## config.mk

```make
export PLATFORM = sky130hd
export DESIGN_NAME = spi_register_frame_master
export DESIGN_NICKNAME = d
export VERILOG_FILES = /design/src/spi_rfm_pkg.sv /design/src/spi_rfm_core.sv /design/src/spi_rfm_outbuf.sv /design/src/spi_register_frame_master.sv
export SDC_FILE = /design/constraint.sdc
export NUM_CORES = 1
export LEC_CHECK = 0
export BUFFER_PORTS_ARGS = -buffer_cell sky130_fd_sc_hd__clkbuf_2
export CORE_ASPECT_RATIO = 1.2
export CORE_MARGIN = 2
export CORE_UTILIZATION = 53
export DETAILED_ROUTE_END_ITERATION = 10
export GPL_ROUTABILITY_DRIVEN = 0
export MAX_ROUTING_LAYER = met4
export PLACE_DENSITY = 0.82
export RECOVER_POWER = 50
export SYNTH_ARGS = -nofsm -noshare
export SYNTH_HDL_FRONTEND = slang
export SYNTH_HIERARCHICAL = 1
export SYNTH_SLANG_ARGS = --single-unit
```

## constraint.sdc

```tcl
create_clock -name aclk -period 2.5 [get_ports aclk]
set_input_delay 0.125 -clock aclk [delete_from_list [all_inputs] [get_ports aclk]]
set_output_delay 0.125 -clock aclk [all_outputs]
set_load 0.1 [all_outputs]
```

## src/spi_rfm_pkg.sv

```systemverilog
// Shared types, codes and constants of the SPI register frame master.
package spi_rfm_pkg;

    localparam int unsigned CFG_WIDTH       = 8;
    localparam int unsigned CFG_INDEX_WIDTH = 2;
    localparam int unsigned FRAME_BITS      = 32;
    localparam int unsigned READ_BITS       = 8;
    localparam int unsigned BITS_WIDTH      = 6;

    typedef enum logic [1:0] {
        CMD_TICK  = 2'd0,
        CMD_READ  = 2'd1,
        CMD_WRITE = 2'd2,
        CMD_NONE  = 2'd3
    } command_t;

    typedef enum logic [CFG_INDEX_WIDTH-1:0] {
        CFG_HIGH_TICKS   = 2'd0,
        CFG_READ_OPCODE  = 2'd1,
        CFG_WRITE_OPCODE = 2'd2,
        CFG_UNUSED       = 2'd3
    } cfg_index_t;

    localparam logic [CFG_WIDTH-1:0] HIGH_TICKS_RESET   = 8'd10;
    localparam logic [CFG_WIDTH-1:0] READ_OPCODE_RESET  = 8'h0F;
    localparam logic [CFG_WIDTH-1:0] WRITE_OPCODE_RESET = 8'hF0;

    typedef struct packed {
        logic [1:0]  command;
        logic [15:0] address;
        logic [7:0]  write_value;
        logic        miso;
    } spi_rfm_in_t;

    typedef struct packed {
        logic       cs_n;
        logic       sclk;
        logic       mosi;
        logic       busy_res;
        logic       done_res;
        logic       rejected;
        logic [7:0] read_data;
    } spi_rfm_out_t;

    typedef struct packed {
        logic [CFG_WIDTH-1:0] high_ticks;
        logic [CFG_WIDTH-1:0] read_opcode;
        logic [CFG_WIDTH-1:0] write_opcode;
    } spi_rfm_cfg_t;

endpackage

```

## src/spi_rfm_core.sv

```systemverilog
// Frame sequencer: holds the pin state and computes one result per item.
module spi_rfm_core
    import spi_rfm_pkg::*;
(
    input  logic                       aclk,
    input  logic                       aresetn,
    input  logic                       cfg_wr_en,
    input  logic [CFG_INDEX_WIDTH-1:0] cfg_index,
    input  logic [CFG_WIDTH-1:0]       cfg_wdata,
    input  logic                       step_en,
    input  spi_rfm_in_t                step_item,
    output spi_rfm_out_t               step_result
);

    spi_rfm_cfg_t cfg_reg;

    logic [31:0]           frame_shift_reg, frame_shift_next;
    logic [BITS_WIDTH-1:0] bits_left_reg, bits_left_next;
    logic [7:0]            high_count_reg, high_count_next;
    logic                  is_read_reg, is_read_next;
    logic [7:0]            read_shift_reg, read_shift_next;
    logic                  sclk_reg, sclk_next;
    logic                  mosi_reg, mosi_next;
    logic                  cs_reg, cs_next;

    logic                  busy;
    logic                  start;
    logic                  done;
    logic [7:0]            rdata;
    logic [BITS_WIDTH-1:0] bits_dec;
    logic                  in_read_byte;

    always_ff @(posedge aclk) begin
        if (!aresetn) begin
            cfg_reg.high_ticks   <= HIGH_TICKS_RESET;
            cfg_reg.read_opcode  <= READ_OPCODE_RESET;
            cfg_reg.write_opcode <= WRITE_OPCODE_RESET;
        end else if (cfg_wr_en) begin
            case (cfg_index_t'(cfg_index))
                CFG_HIGH_TICKS:   cfg_reg.high_ticks   <= cfg_wdata;
                CFG_READ_OPCODE:  cfg_reg.read_opcode  <= cfg_wdata;
                CFG_WRITE_OPCODE: cfg_reg.write_opcode <= cfg_wdata;
                default: ;
            endcase
        end
    end

    assign busy         = !cs_reg;
    assign start        = (command_t'(step_item.command) == CMD_READ) ||
                          (command_t'(step_item.command) == CMD_WRITE);
    assign bits_dec     = bits_left_reg - BITS_WIDTH'(1);
    assign in_read_byte = is_read_reg && (bits_left_reg <= BITS_WIDTH'(READ_BITS));

    always_comb begin
        frame_shift_next = frame_shift_reg;
        bits_left_next   = bits_left_reg;
        high_count_next  = high_count_reg;
        is_read_next     = is_read_reg;
        read_shift_next  = read_shift_reg;
        sclk_next        = sclk_reg;
        mosi_next        = mosi_reg;
        cs_next          = cs_reg;
        done             = 1'b0;
        rdata            = '0;

        if (start && !busy) begin
            is_read_next = (command_t'(step_item.command) == CMD_READ);
            if (command_t'(step_item.command) == CMD_READ) begin
                frame_shift_next = {cfg_reg.read_opcode, step_item.address, 8'd0};
            end else begin
                frame_shift_next = {cfg_reg.write_opcode, step_item.address,
                                    step_item.write_value};
            end
            bits_left_next  = BITS_WIDTH'(FRAME_BITS);
            read_shift_next = '0;
            high_count_next = '0;
            sclk_next       = 1'b0;
            cs_next         = 1'b0;
        end else if (busy) begin
            if (!sclk_reg) begin
                if (bits_left_reg == '0) begin
                    // Cannot happen in a running frame; close it cleanly.
                    cs_next = 1'b1;
                    done    = 1'b1;
                    rdata   = is_read_reg ? read_shift_reg : 8'd0;
                end else begin
                    // Rising edge: MOSI holds during the read byte.
                    if (!in_read_byte) begin
                        mosi_next = frame_shift_reg[31];
                    end
                    frame_shift_next = {frame_shift_reg[30:0], 1'b0};
                    sclk_next        = 1'b1;
                    high_count_next  = (cfg_reg.high_ticks == '0) ? 8'd0 :
                                       cfg_reg.high_ticks - 8'd1;
                end
            end else if (high_count_reg != '0) begin
                high_count_next = high_count_reg - 8'd1;
            end else begin
                // Falling edge: sample MISO in the read byte.
                if (in_read_byte) begin
                    read_shift_next = {read_shift_reg[6:0], step_item.miso};
                end
                sclk_next      = 1'b0;
                bits_left_next = bits_dec;
                if (bits_dec == '0) begin
                    cs_next = 1'b1;
                    done    = 1'b1;
                    rdata   = is_read_reg ? read_shift_next : 8'd0;
                end
            end
        end
    end

    always_ff @(posedge aclk) begin
        if (!aresetn) begin
            frame_shift_reg <= '0;
            bits_left_reg   <= '0;
            high_count_reg  <= '0;
            is_read_reg     <= 1'b0;
            read_shift_reg  <= '0;
            sclk_reg        <= 1'b0;
            mosi_reg        <= 1'b0;
            cs_reg          <= 1'b1;
        end else if (step_en) begin
            frame_shift_reg <= frame_shift_next;
            bits_left_reg   <= bits_left_next;
            high_count_reg  <= high_count_next;
            is_read_reg     <= is_read_next;
            read_shift_reg  <= read_shift_next;
            sclk_reg        <= sclk_next;
            mosi_reg        <= mosi_next;
            cs_reg          <= cs_next;
        end
    end

    always_comb begin
        step_result.cs_n      = cs_next;
        step_result.sclk      = sclk_next;
        step_result.mosi      = mosi_next;
        step_result.busy_res  = !cs_next;
        step_result.done_res  = done;
        step_result.rejected  = start && busy;
        step_result.read_data = rdata;
    end

endmodule

```

## src/spi_rfm_outbuf.sv

```systemverilog
// Result register with a skid stage so items keep flowing under back-pressure until the skid stage is full.
module spi_rfm_outbuf
    import spi_rfm_pkg::*;
(
    input  logic         aclk,
    input  logic         aresetn,
    input  logic         in_valid,
    output logic         in_ready,
    input  spi_rfm_out_t in_data,
    output logic         out_valid,
    input  logic         out_ready,
    output spi_rfm_out_t out_data
);

    logic         main_valid_reg;
    spi_rfm_out_t main_data_reg;
    logic         skid_valid_reg;
    spi_rfm_out_t skid_data_reg;
    logic         pop;

    assign in_ready  = !skid_valid_reg;
    assign out_valid = main_valid_reg;
    assign out_data  = main_data_reg;
    assign pop       = main_valid_reg && out_ready;

    always_ff @(posedge aclk) begin
        if (!aresetn) begin
            main_valid_reg <= 1'b0;
            skid_valid_reg <= 1'b0;
        end else if (skid_valid_reg) begin
            if (pop) begin
                skid_valid_reg <= 1'b0;
            end
        end else if (in_valid) begin
            if (!main_valid_reg || pop) begin
                main_valid_reg <= 1'b1;
            end else begin
                skid_valid_reg <= 1'b1;
            end
        end else if (pop) begin
            main_valid_reg <= 1'b0;
        end
    end

    always_ff @(posedge aclk) begin
        if (skid_valid_reg) begin
            if (pop) begin
                main_data_reg <= skid_data_reg;
            end
        end else if (in_valid) begin
            if (!main_valid_reg || pop) begin
                main_data_reg <= in_data;
            end else begin
                skid_data_reg <= in_data;
            end
        end
    end

endmodule

```

## src/spi_register_frame_master.sv

```systemverilog
// A result is registered in the output register, or in the skid entry when that register holds a stalled result.
// Throughput: one item per cycle while s_ready is high; the frame sequencer updates in the accepting cycle.
// A full skid stage behind the output register is the only thing that drops s_ready.
// Reset (aresetn low, synchronous) deselects the chip, stops SCLK, empties the output
// stages and restores the configuration registers to their power-on values.
module spi_register_frame_master
    import spi_rfm_pkg::*;
(
    input  logic                       aclk,
    input  logic                       aresetn,
    input  logic                       cfg_wr_en,
    input  logic [CFG_INDEX_WIDTH-1:0] cfg_index,
    input  logic [CFG_WIDTH-1:0]       cfg_wdata,
    input  logic                       s_valid,
    output logic                       s_ready,
    input  spi_rfm_in_t                s_data,
    output logic                       m_valid,
    input  logic                       m_ready,
    output spi_rfm_out_t               m_data
);

    // Every accepted item is one tick of pin sequencing. The sequencer state
    // advances only on acceptance, so the result of an item always reflects
    // the items before it, regardless of how the output side stalls.
    logic         step_en;
    spi_rfm_out_t step_result;

    assign step_en = s_valid && s_ready;

    // Frame sequencer: chip select, SCLK high-time counter, shift registers.
    spi_rfm_core u_core (
        .aclk        (aclk),
        .aresetn     (aresetn),
        .cfg_wr_en   (cfg_wr_en),
        .cfg_index   (cfg_index),
        .cfg_wdata   (cfg_wdata),
        .step_en     (step_en),
        .step_item   (s_data),
        .step_result (step_result)
    );

    // Output register plus skid entry. Taking an item while a result waits
    // is possible because the skid entry catches it; s_ready falls only
    // when both entries are full.
    spi_rfm_outbuf u_outbuf (
        .aclk      (aclk),
        .aresetn   (aresetn),
        .in_valid  (step_en),
        .in_ready  (s_ready),
        .in_data   (step_result),
        .out_valid (m_valid),
        .out_ready (m_ready),
        .out_data  (m_data)
    );

endmodule

```

Word level (Yosys, flattened, before mapping)
Index checks and enable logic that the tools add are counted.
Operators by class
  equal/unequal tests: 12
  mux-type cells: 57
  $lt $le $gt $ge: 1
  reduce and logical (&&, ||, !) cells: 30
  add/sub/neg operators: 3
  bitwise operators: 2
Operator list (count)
  two-way mux 32 bit: 5
  two-way mux 8 bit: 19
  two-way mux 14 bit: 4
  two-way mux 1 bit: 25
  two-way mux 6 bit: 4
  subtractor 8 x 1 -> 8 bit (second input constant): 2
  zero test 6 bit: 2
  AND reduction 4 bit: 3
  AND reduction 3 bit: 3
  zero test 8 bit: 1
  AND reduction 2 bit: 4
  nonzero test 2 bit: 4
  nonzero test 8 bit: 1
  <= comparator 6 x 4 -> 1 bit (second input constant): 1
  != test 2 x 1 -> 1 bit (second input constant): 3
  != test 2 bit (second input constant): 3
  subtractor 6 x 1 -> 6 bit (second input constant): 1
  logical AND 1 bit: 5
  == test 2 x 1 -> 1 bit (second input constant): 2
  == test 2 bit (second input constant): 2
  zero test 1 bit: 4
  != test 3 x 1 -> 1 bit (second input constant): 1
  != test 3 bit (second input constant): 1
  zero test 2 bit: 1
  other kinds (2): 4
Word-level totals
  input bits: 42
  flip-flop bits (word level): 112
  output and inout port bits: 16
  logic and storage cells: 132

Depth between registers and ports, before layout
  depth in word-level cells: 12
  depth in mapped cells: 10
  depth with buffers taken out: 9

By module
The synthesis kept the hierarchy.
By module, submodules not included
  spi_rfm_core: times used 1, cells each 494, seq. area each 1641.6 µm², area each 4196.5 µm²
  spi_rfm_outbuf: times used 1, cells each 58, seq. area each 880.8 µm², area each 1168.6 µm²
  spi_register_frame_master: times used 1, cells each 1, seq. area each 0.0 µm², area each 6.3 µm²

Worst setup path after synthesis
No wires, ideal clock.
  path kind: flip-flop to flip-flop
  from: register u_outbuf.skid_valid_reg
  to: register u_core.high_count_reg[4]
  slack: -0.097 ns
  library setup time: 0.059 ns
  buffers on the path: 2
  stages on the path, launching flop included: 9
  data required time: 2.441 ns
  arrival time: 2.538 ns
  cell sequence: dfxtp_1 -> buf_6 -> inv_1 -> and2_1 -> clkbuf_1 -> and2_0 -> a31oi_1 -> a2111oi_0 -> a31o_2
Between the ends
  cells in the longest elaborated chain, start to end: 3
Ends and longest elaborated chain
  from (decl): line spi_rfm_outbuf.sv:17  | logic skid_valid_reg;
  from (signal assigned): line spi_rfm_outbuf.sv:29  | skid_valid_reg <= 1'b0;
  from (signal assigned): line spi_rfm_outbuf.sv:32  | skid_valid_reg <= 1'b0;
  from (signal assigned): line spi_rfm_outbuf.sv:38  | skid_valid_reg <= 1'b1;
  zero test 1 bit: line spi_rfm_outbuf.sv:21  | assign in_ready = !skid_valid_reg;
  via s_ready: line spi_register_frame_master.sv:15  | output logic s_ready,
  logical AND 1 bit: line spi_register_frame_master.sv:28  | assign step_en = s_valid && s_ready;
  via step_en: line spi_register_frame_master.sv:25  | logic step_en;
  AND reduction 4 bit (no source line)
  to (signal assigned): line spi_rfm_core.sv:127  | high_count_reg <= high_count_next;
  to (decl): line spi_rfm_core.sv:19  | logic [7:0] high_count_reg, high_count_next;
The timed path passes the listed nets, and every way through them passes these cells.
A chain may end at the register's enable or synchronous reset.

==> results.txt <==
status = finished, violations left
failing checks = capacitance limit, slew limit
Levels on crit path = 10
first-pass GRT wire length = 18400 µm
main combinational cell family by area after synthesis = simple AND/OR/NAND/NOR gates
Slew headroom = -27.9%
Top delay family on crit path = simple AND/OR/NAND/NOR gates
Max VDD drop = 0.380 mV
syn nets = 601
CP max FO = 7
diodes inserted = 0
GRT Total Usage = 21.6%
Mapped Avg Cell Area = 9.71 µm²
clk sinks = 112
cell mode on critical path = buf_6
Post-synth EDFFs = 28
PortBufs = 57
Worst-path clk slew = 0.07 ns
Final WS setup = 0.0245 ns
crit path buf inv count = 3
largest net degree at the start of global routing = 49
crit path cell chain = buf_6, inv_4, ha_4, or2b_4, or4_4, o31ai_4, buf_6, a22oi_1, nor2_1, mux2_4
via count = 4330
Area Overhead vs Synth = 14.7%
grt ovf = 0
initial antenna violation count = 0
vias in the first global route = 4043
WL/cell = 15.7 µm
Post-Route WL = 11600 µm
Static Leak = 2.60 nW
Die Wd = 95.9 µm
IO Pins = 58
maxcap violations = 1
HP Start = m_ready
initial core utilization = 53.9%
Synth cell types = 62
commonest non-fill, non-tap cell in the layout = dfxtp_1
Vias/cell = 5.84
number of hold buffers added after cts = 0
register area share after synthesis = 47.0%
XOR/XNOR share of the synthesized area = 0.652%
Synth Area in Compound Gates = 17.4%
core area = 9960 µm²
Final Max Slew Viols = 49
hold depth = 2
Detail Route Antenna Nets = 0
most frequent cells in the layout = 80 x dfxtp_1, 79 x nand2_1, 41 x clkbuf_2
die area = 11000 µm²
Fmax = 0.404 GHz
fraction of registers with async set/reset = 0%
number of synthesized register bits = 112
CP Launch Point = u_core/bits_left_reg[1]$_SDFFE_PN0P_
CTS tree = yes
CTS Root Cell = clkbuf_16
WP data required = 2.72 ns
post-layout instance area = 6160 µm²
Hold Fails Final Rpt = 0
CTS H-tree lvls = 3
clock latency on the worst-skew pair = 0.34 ns
Clock Skew = 0.0115 ns
# fillers = 813
setup TNS = 0 ns
final setup fails = 0
nets = 659
slowest cell on the critical path = or4_4
R2R depth = 10
Synth Area in Simple Gates = 18.6%
pwr dens = 675 nW/µm²
CP max stage delay = 0.58 ns
initial DRC count = 308
minimum clock period = 2.48 ns
Detailed Routing Iterations Pass 1 = 5
share of cells above drive strength 1 = 20.1%
Gate Count Post-Synth = 553
mux cell area share after synthesis = 9.97%
crit end category = flip-flop
worst-margin pin slew = 1.92 ns
num rows = 40
total CTS buffers = 9
prevailing post-synth register cell = dfxtp_1
Post-Synth Adder-Cell Area = 1.40%
height of the die = 114 µm
Post-DP Area = 5820 µm²
critical path type = flip-flop to flip-flop
Netlist Area Pre-Place = 5370 µm²
max reg flops = 32
DRC errors left = 0
crit share post-route = 99.0%
Finished Core Util = 61.8%
Worst setup SP type = flip-flop
R2R Path Start = u_core/bits_left_reg[1]$_SDFFE_PN0P_
Synth Warn # = 6
HPWL Detailed = 7870 µm
worst slack, placed = -0.0936 ns
Max clock buf depth = 2
Data arrival, critical path = 2.69 ns
HP Class = input port to flip-flop
[per-stage QoR]
stage / total power [mW] / std cells / hold slack (ns)
2_1_floorplan: 2.69 / 553 / 0.222
3_3_place_gp: 2.85 / 720 / 0.349
3_5_place_dp: 2.89 / 720 / 0.370
4_1_cts: 4.16 / 736 / 0.0118
5_1_grt: 4.33 / 742 / 0.0174
6_report: 4.16 / 742 / 0.0166
[cells by family (layout without fill, tap and decap cells)]
logic type               Yosys count  in the layout
AO/OA/AOI/OAI                    122            122
XOR/XNOR                           4              4
adder cells (fa/ha/maj)            6              6
buffers and inverters             57            120
flip-flops                       112            112
multiplexers                      49             49
AND/OR/NAND/NOR                  203            203
[synthesized netlist by cell type, types with 5 or more instances]
library cell	count	area, µm²
dfxtp_1	84	1680
nand2_1	79	297
nor2_1	38	143
mux2i_1	34	340
clkbuf_1	30	113
edfxtp_1	28	841
o211a_1	22	220
nand3_1	21	105
a21oi_1	20	100
nor2b_1	16	100
inv_1	15	56.3
o21ai_0	12	60.1
o211ai_1	11	82.6
a22oi_1	10	75.1
nor3_1	10	50.1
a21boi_0	9	67.6
nor3b_1	9	67.6
a22o_1	8	70.1
mux2_2	8	90.1
mux2_4	7	105
a211oi_1	6	45.0
ha_1	6	75.1
buf_4	5	37.5
nor4_1	5	31.3
o21a_1	5	37.5
[report_power, final]
group / internal (mW) / switching, mW / leakage, nW
clock network: 0.678 / 0.608 / 0.124
registers: 1.97 / 0.0624 / 0.961
logic: 0.273 / 0.564 / 1.52
[final timing paths]
kind	endpoint	slack, ns
setup reg to reg	u_outbuf/out_data[1]$_DFFE_PP_	0.02
setup / recovery	u_outbuf/out_data[1]$_DFFE_PP_	0.02
hold reg to reg	u_core/frame_shift_reg[0]$_SDFFE_PN0P_	0.45
hold / removal	u_outbuf/skid_valid_reg$_SDFF_PN0_	0.02
[area by class of cell]
type                            instances  area, µm²  area share [%]
Multi-Input combinational cell        384       2650            43.0
Tap cell                              126        158            2.56
Timing Repair Buffer                   88        503            8.17
Clock inverter                          3       21.3           0.345
Inverter                               16       63.8            1.04
Clock buffer                           13        240            3.90
Sequential cell                       112       2530            41.0
[metal layers]
metal | vias up | track usage [%] | share of wire [%]
li1 | 2108 | - | -
met1 | 2069 | 26.2 | 43
met2 | 134 | 36.9 | 51
met3 | 19 | 3.55 | 4.3
met4 | 0 | 6.19 | 1.5
met5 | - | - | 0
[timing repair]
action / CTS / global route
gates resized for setup: 2 / 21
endpoints found under the setup margin: 9 / 11
setup buffers: 0 / 6
pin swaps: 2 / 10
(Power assumes the default switching activity.)
